## config.mk

```make
export PLATFORM = sky130hd
export DESIGN_NAME = square_matrix_multiply
export DESIGN_NICKNAME = d
export VERILOG_FILES = /design/src/rtl/smm_pkg.sv /design/src/rtl/smm_cell.sv /design/src/rtl/square_matrix_multiply.sv
export SDC_FILE = /design/constraint.sdc
export NUM_CORES = 2
export LEC_CHECK = 0
export ABC_CLOCK_PERIOD_IN_PS = 8000
export BUFFER_PORTS_ARGS = -buffer_cell sky130_fd_sc_hd__clkbuf_2
export CAP_MARGIN = 40
export CORE_UTILIZATION = 25
export DETAILED_ROUTE_END_ITERATION = 8
export PLACE_DENSITY = 0.36
export SLEW_MARGIN = 20
export SYNTH_ARGS = -nofsm -noshare
export SYNTH_HDL_FRONTEND = slang
export SYNTH_SLANG_ARGS = --single-unit
```

## constraint.sdc

```tcl
create_clock -name aclk -period 8 [get_ports aclk]
set_input_delay 0.4 -clock aclk [delete_from_list [all_inputs] [get_ports aclk]]
set_output_delay 0.4 -clock aclk [all_outputs]
set_load 0.01 [all_outputs]
```

## src/rtl/smm_pkg.sv

```systemverilog
package smm_pkg;

    // default matrix size and the widest element index the design supports
    localparam int MATRIX_SIZE_DEF = 4;
    localparam int KEY_W           = 3;

    // command codes of the input word
    localparam logic [1:0] CMD_LOAD_A   = 2'd0;
    localparam logic [1:0] CMD_LOAD_B   = 2'd1;
    localparam logic [1:0] CMD_MULTIPLY = 2'd2;

    typedef struct packed {
        logic [1:0]         command;
        logic [1:0]         row_index;
        logic [1:0]         col_index;
        logic signed [15:0] element_value;
    } smm_in_t;

    typedef struct packed {
        logic [1:0]         out_row;
        logic [1:0]         out_col;
        logic signed [31:0] product_value;
        logic               last_element;
    } smm_out_t;

    // element of A traveling down the cell chain
    typedef struct packed {
        logic               vld;
        logic               first;
        logic [KEY_W-1:0]   k;
        logic signed [15:0] a;
    } smm_tok_t;

    // broadcast write of one element of B
    typedef struct packed {
        logic               en;
        logic [KEY_W-1:0]   row;
        logic [KEY_W-1:0]   col;
        logic signed [15:0] data;
    } smm_bwr_t;

    typedef enum logic [1:0] {
        ST_IDLE,
        ST_FEED,
        ST_DRAIN,
        ST_EMIT
    } smm_state_t;

endpackage

```

## src/rtl/smm_cell.sv

```systemverilog
module smm_cell
    import smm_pkg::*;
#(
    parameter int MATRIX_SIZE = MATRIX_SIZE_DEF,
    parameter int CELL_COL    = 0
) (
    input  logic               aclk,
    input  logic               aresetn,
    input  smm_bwr_t           bwr_i,
    input  smm_tok_t           tok_i,
    output smm_tok_t           tok_o,
    output logic signed [31:0] acc_o
);

    localparam int IDX_W = (MATRIX_SIZE > 1) ? $clog2(MATRIX_SIZE) : 1;

    logic signed [15:0] b_mem [MATRIX_SIZE];
    logic signed [15:0] b_rd_reg;
    logic signed [15:0] a_s1_reg;
    logic               v1_reg;
    logic               f1_reg;
    logic signed [31:0] prod_reg;
    logic               v2_reg;
    logic               f2_reg;
    logic signed [31:0] acc_reg;
    smm_tok_t           tok_reg;

    // store this cell's column of B, read the row that the word asks for
    always_ff @(posedge aclk) begin
        if (bwr_i.en && bwr_i.col == KEY_W'(CELL_COL)) begin
            b_mem[bwr_i.row[IDX_W-1:0]] <= bwr_i.data;
        end
        b_rd_reg <= b_mem[tok_i.k[IDX_W-1:0]];
        a_s1_reg <= tok_i.a;
        f1_reg   <= tok_i.first;
        prod_reg <= a_s1_reg * b_rd_reg;
        f2_reg   <= f1_reg;
    end

    // pass the A element to the neighbor, track stage valids
    always_ff @(posedge aclk) begin
        if (!aresetn) begin
            tok_reg <= '0;
            v1_reg  <= 1'b0;
            v2_reg  <= 1'b0;
        end else begin
            tok_reg <= tok_i;
            v1_reg  <= tok_i.vld;
            v2_reg  <= v1_reg;
        end
    end

    // accumulate, restart on the first product of a row
    always_ff @(posedge aclk) begin
        if (v2_reg) begin
            acc_reg <= f2_reg ? prod_reg : acc_reg + prod_reg;
        end
    end

    assign tok_o = tok_reg;
    assign acc_o = acc_reg;

endmodule

```

## src/rtl/square_matrix_multiply.sv

```systemverilog
// Square matrix multiplier, C = A * B on signed 16-bit elements, results wrapped
// to 32 bits. Load words write one element of A or B (loads outside the matrix
// and the unused command are dropped). A multiply word emits all MATRIX_SIZE^2
// elements of C in row-major order, last one flagged. Every element must be
// loaded before a multiply reads it. Each row of C is built by a chain of
// MATRIX_SIZE cells, one per column, each holding its column of B; A is read from
// one memory port one element a cycle and walks the chain. Each row is fed,
// drained through the chain and then emitted, and a multiply holds s_ready low
// until the last element of C has been emitted.
module square_matrix_multiply
    import smm_pkg::*;
#(
    parameter int MATRIX_SIZE = MATRIX_SIZE_DEF
) (
    input  logic     aclk,
    input  logic     aresetn,
    input  logic     s_valid,
    output logic     s_ready,
    input  smm_in_t  s_word,
    output logic     m_valid,
    input  logic     m_ready,
    output smm_out_t m_word
);

    localparam int IDX_W      = (MATRIX_SIZE > 1) ? $clog2(MATRIX_SIZE) : 1;
    localparam int ADDR_W     = (MATRIX_SIZE > 1) ? $clog2(MATRIX_SIZE * MATRIX_SIZE) : 1;
    localparam int DRAIN_LAST = MATRIX_SIZE + 2;
    localparam int DRN_W      = $clog2(DRAIN_LAST + 1);

    smm_state_t         state_reg, state_next;
    logic [IDX_W-1:0]   row_reg, row_next;
    logic [IDX_W-1:0]   step_reg, step_next;
    logic [DRN_W-1:0]   drain_reg, drain_next;
    logic               m_valid_reg, m_valid_next;
    smm_out_t           m_word_reg;

    logic signed [15:0] a_mem [MATRIX_SIZE * MATRIX_SIZE];
    logic signed [15:0] a_rd_reg;
    smm_tok_t           head_reg;

    logic               accept;
    logic               load_ok;
    logic               a_we;
    logic               start;
    logic               issue;
    logic               emit;
    logic               last_step;
    logic               last_row;
    logic               drain_done;
    logic [ADDR_W-1:0]  wr_addr;
    logic [ADDR_W-1:0]  rd_addr;
    smm_bwr_t           bwr;
    smm_tok_t           tok_w [MATRIX_SIZE];
    logic signed [31:0] acc_w [MATRIX_SIZE];

    // decode the input word and the sequencing conditions
    always_comb begin
        accept     = s_valid && s_ready;
        load_ok    = (32'(s_word.row_index) < MATRIX_SIZE)
                     && (32'(s_word.col_index) < MATRIX_SIZE);
        a_we       = accept && load_ok && s_word.command == CMD_LOAD_A;
        start      = accept && s_word.command == CMD_MULTIPLY;
        last_step  = step_reg == IDX_W'(MATRIX_SIZE - 1);
        last_row   = row_reg == IDX_W'(MATRIX_SIZE - 1);
        drain_done = drain_reg == DRN_W'(DRAIN_LAST);
        wr_addr    = ADDR_W'(s_word.row_index) * ADDR_W'(MATRIX_SIZE)
                     + ADDR_W'(s_word.col_index);
        rd_addr    = ADDR_W'(row_reg) * ADDR_W'(MATRIX_SIZE) + ADDR_W'(step_reg);
        bwr.en     = accept && load_ok && s_word.command == CMD_LOAD_B;
        bwr.row    = KEY_W'(s_word.row_index);
        bwr.col    = KEY_W'(s_word.col_index);
        bwr.data   = s_word.element_value;
    end

    // next state
    always_comb begin
        state_next = state_reg;
        case (state_reg)
            ST_IDLE: begin
                if (start) begin
                    state_next = ST_FEED;
                end
            end
            ST_FEED: begin
                if (last_step) begin
                    state_next = ST_DRAIN;
                end
            end
            ST_DRAIN: begin
                if (drain_done) begin
                    state_next = ST_EMIT;
                end
            end
            ST_EMIT: begin
                if (emit && last_step) begin
                    state_next = last_row ? ST_IDLE : ST_FEED;
                end
            end
            default: state_next = ST_IDLE;
        endcase
    end

    // outputs and counters
    always_comb begin
        s_ready      = 1'b0;
        issue        = 1'b0;
        emit         = 1'b0;
        row_next     = row_reg;
        step_next    = step_reg;
        drain_next   = drain_reg;
        m_valid_next = m_valid_reg && !m_ready;
        case (state_reg)
            ST_IDLE: begin
                s_ready = 1'b1;
                if (s_valid && s_word.command == CMD_MULTIPLY) begin
                    row_next  = '0;
                    step_next = '0;
                end
            end
            ST_FEED: begin
                issue      = 1'b1;
                drain_next = '0;
                step_next  = last_step ? '0 : step_reg + 1'b1;
            end
            ST_DRAIN: begin
                drain_next = drain_reg + 1'b1;
            end
            ST_EMIT: begin
                emit = !m_valid_reg || m_ready;
                if (emit) begin
                    m_valid_next = 1'b1;
                    step_next    = last_step ? '0 : step_reg + 1'b1;
                    if (last_step && !last_row) begin
                        row_next = row_reg + 1'b1;
                    end
                end
            end
            default: begin
                s_ready = 1'b0;
            end
        endcase
    end

    // control registers
    always_ff @(posedge aclk) begin
        if (!aresetn) begin
            state_reg   <= ST_IDLE;
            row_reg     <= '0;
            step_reg    <= '0;
            drain_reg   <= '0;
            m_valid_reg <= 1'b0;
            head_reg    <= '0;
        end else begin
            state_reg    <= state_next;
            row_reg      <= row_next;
            step_reg     <= step_next;
            drain_reg    <= drain_next;
            m_valid_reg  <= m_valid_next;
            head_reg.vld   <= issue;
            head_reg.first <= step_reg == '0;
            head_reg.k     <= KEY_W'(step_reg);
            head_reg.a     <= '0;
        end
    end

    // A store: write on load, read one element a cycle for the chain
    always_ff @(posedge aclk) begin
        if (a_we) begin
            a_mem[wr_addr] <= s_word.element_value;
        end
        a_rd_reg <= a_mem[rd_addr];
    end

    // hold the result word until taken
    always_ff @(posedge aclk) begin
        if (emit) begin
            m_word_reg.out_row       <= 2'(row_reg);
            m_word_reg.out_col       <= 2'(step_reg);
            m_word_reg.product_value <= acc_w[step_reg];
            m_word_reg.last_element  <= last_row && last_step;
        end
    end

    // cell chain, one cell per column of C
    always_comb begin
        tok_w[0]   = head_reg;
        tok_w[0].a = a_rd_reg;
    end

    for (genvar j = 0; j < MATRIX_SIZE; j++) begin : g_cell
        if (j < MATRIX_SIZE - 1) begin : g_mid
            smm_cell #(
                .MATRIX_SIZE (MATRIX_SIZE),
                .CELL_COL    (j)
            ) u_cell (
                .aclk    (aclk),
                .aresetn (aresetn),
                .bwr_i   (bwr),
                .tok_i   (tok_w[j]),
                .tok_o   (tok_w[j+1]),
                .acc_o   (acc_w[j])
            );
        end else begin : g_end
            smm_cell #(
                .MATRIX_SIZE (MATRIX_SIZE),
                .CELL_COL    (j)
            ) u_cell (
                .aclk    (aclk),
                .aresetn (aresetn),
                .bwr_i   (bwr),
                .tok_i   (tok_w[j]),
                .tok_o   (),
                .acc_o   (acc_w[j])
            );
        end
    end

    assign m_valid = m_valid_reg;
    assign m_word  = m_word_reg;

endmodule

```

==> impl_results.md <==
- Outcome: completed
- EDFF count, synth: 677
- CP max FO: 16
- Num CTS Buffers: 136
- Worst hold path stage count: 1
- CP arrival: 7.61 ns
- Mapped Area: 79300 sq um
- Synth unique cells: 84
- Rel. slew slack: 36.0%
- Largest Register: a_mem
- Post-synth ARST share: 0%
- Port bufs: 64
- Fin Setup TNS: 0 ns
- CTS clk-pin slew, worst paths: 0.06 ns
- Pwr per Cell Area: 365 nW/um^2
- Drt total wl: 239000 um
- Finished Core Util: 28.5%
- Global-route wire length before repair: 356000 um
- Post-route ant nets: 0
- Crit path to: g_cell[1].g_mid.u_cell.prod_reg[30]
- RSZ-0062 raised after global routing: no
- Final Wtd Congestion: 0.812
- Commonest non-fill, non-tap cell in the layout: inv_1
- R2R Path Start: g_cell[1].g_mid.u_cell.b_rd_reg[7]
- Sequential power share: 21.6%
- Worst Tran Pin Value: 0.953 ns
- Vias per inst: 4.33
- WL/cell: 21.2 um
- IO Pins: 65
- Slew Limit Fails: 0
- Peak supply drop: 0.000839 V
- Sequential element share of the synthesized area: 34.6%
- Setup bufs post-CTS: 0
- Sw Pwr: 0.0150 W
- Area of the core: 315000 sq um
- R2R cell count: 22
- DR iter-0 viols: 2708
- DP Wirelength: 190000 um
- Root Driver: clkbuf_16
- Initial Utilization: 25.2%
- Tot GR Track Use: 15.1%
- Worst-Skew Late Latency: 0.83 ns
- Internal power: 0.0179 W
- Setup ws final: 1.07 ns
- Synthesized instance count: 6896
- Most frequent cells in the layout: 1210 x inv_1, 1052 x fa_1, 677 x nand2_1, 677 x edfxtp_1, 579 x and2_1
- Die Ht: 565 um
- # H-tree levels: 4
- Syn_area_per_cell: 11.5 sq um
- Vias: 48823
- Nets: 8553
- CTS tree: yes
- Die W: 565 um
- Vias in the first global route: 52420
- Cts hold-fix bufs: 9
- Warnings, synthesis: 0
- Final hold violation count: 0
- Crit path top cell by count: fa_1
- Area of the die: 320000 sq um
- Cell Rows: 206
- Flop2flop setup slack: 1.07 ns
- Critical path origin: g_cell[1].g_mid.u_cell.b_rd_reg[7]
- Largest net degree at the start of global routing: 70
- CP Class: reg -> reg
- Post-layout min period: 6.93 ns
- Switching share of power: 45.6%
- Cell breakdown of the critical path: nand2_1, fa_1, inv_1, fa_1, inv_1, fa_1, inv_1, fa_1, fa_1, inv_1, fa_1, inv_1, ha_1, a21oi_1, o21ai_0, a41o_1, a21oi_1, a31oi_1, o41ai_1, o2111ai_1, a21oi_1, xnor2_1
- Ratio of cells with drive above 1 in the final layout: 8.70%
- WP data required: 8.68 ns
- Top FF cell, synth: edfxtp_1
- Clock Path Buffers: 4
- Total power: 0.0329 W
- Setup Viol. Count Final: 0
- Dpl ws: 1.09 ns
- Combinational power share: 60.1%
- R2r endpoint: g_cell[1].g_mid.u_cell.prod_reg[30]
- Worst hold path class: in -> reg
- Tcrit/Tclk final: 86.6%
- Crit path max-delay cell type: dfxtp_1
- DRC Markers: 0
- CP startpoint kind: flip-flop
- Achievable Freq: 0.144 GHz
- Drt first pass iters: 5
- Initial antenna violation count: 19
- CP Capture Type: flip-flop
- Max stage delay on crit path: 0.80 ns
- Area grow syn2layout: 13.4%
- Max FFs per register: 256
- Flops & latches, synth: 1033
- Total gr overflow: 0
- # resized after CTS: 0
- P_leak: 38.1 nW
- CTS sink count: 1033
- Total of max-cap violations: 0
- Syn Nets: 8435
- Clk network pwr share: 18.3%
- Final Skew: 0.0743 ns
-- power groups by stage --
stage / Clock, W / Combinational [W] / Sequential, W
3_3_place_gp: 0 / 0.0198 / 0.00726
5_1_grt: 0.00642 / 0.0223 / 0.00714
6_report: 0.00602 / 0.0198 / 0.00709
2_1_floorplan: 0 / 0.0137 / 0.00674
3_5_place_dp: 0 / 0.0198 / 0.00724
4_1_cts: 0.00625 / 0.0199 / 0.00713
-- layer usage --
layer	global-route usage, %	wire length, um	vias to the layer above
li1	-	-	22651
met1	21.9	119000	25269
met2	24.1	109000	680
met3	1.58	7300	215
met4	2.90	4100	8
met5	0	52	-
-- worst max-delay path: cells and delay by family, from the launching register on --
family                     cells  cell delay [ns]
and+or+nand+nor                1             0.17
DFF                            1             0.80
buffers and inverters          5             0.25
AOI/OAI and AO/OA              8             2.14
adders and majority gates      7             3.31
xor gates and xnor gates       1             0.15
-- stage by stage --
stage	std cells	cell area, sq um	hold slack, ns
4_1_cts	11268	89800	0.0147
3_5_place_dp	11017	85400	0.313
6_report	11286	90000	0.0767
2_1_floorplan	6896	79300	0.310
3_3_place_gp	10980	84700	0.312
5_1_grt	11280	90000	0.0558
-- cell usage after synthesis (all sizes together), types with 93 or more instances --
cell type	number	area (sq um)
inv	1210	4540
fa	1052	21100
edfxtp	677	20300
nand2	677	2540
and2	580	3630
ha	461	5770
dfxtp	356	7130
o21ai	221	1110
nor2	209	785
clkbuf	198	743
a21oi	178	891
mux4	176	3960
xnor2	153	1340
a21o	93	698
-- how the worst min path moves through the flow --
stage	to	start
2_1_floorplan	g_cell[0].g_mid.u_cell.f2_reg	g_cell[0].g_mid.u_cell.f1_reg
3_3_place_gp	g_cell[2].g_mid.u_cell.f2_reg	g_cell[2].g_mid.u_cell.f1_reg
3_5_place_dp	g_cell[3].g_end.u_cell.a_s1_reg[2]	g_cell[2].g_mid.u_cell.tok_o[2]
4_1_cts	g_cell[3].g_end.u_cell.b_mem[2][1]	s_word[1]
5_1_grt	g_cell[3].g_end.u_cell.b_mem[2][3]	s_word[3]
6_report	g_cell[3].g_end.u_cell.b_mem[1][1]	s_word[1]
-- logic make-up (layout without fill, tap and decap cells) --
group           count (synthesis)  count (layout)  synth area share (%)
xor+xnor                      229             229                  2.53
mux                           197             197                  5.28
other cells                     0               8                     0
fa+ha+maj                    1513            1513                  33.8
simple gates                 1742            1742                  10.9
buf+inv                      1431            1653                  6.78
compound gates                751             751                  6.12
flops                        1033            1033                  34.6
-- cell type report --
type / instances / area, sq um
fillers: 32643 / 225000
repair buffers: 201 / 1910
clock inverters: 60 / 598
inverters: 1210 / 4540
diodes: 8 / 20.0
multi-input cells: 4432 / 46500
well taps: 4160 / 5200
flip-flops and latches: 1033 / 27500
clock buffers: 182 / 3700
Note: power is estimated with default switching activity, not from simulation.
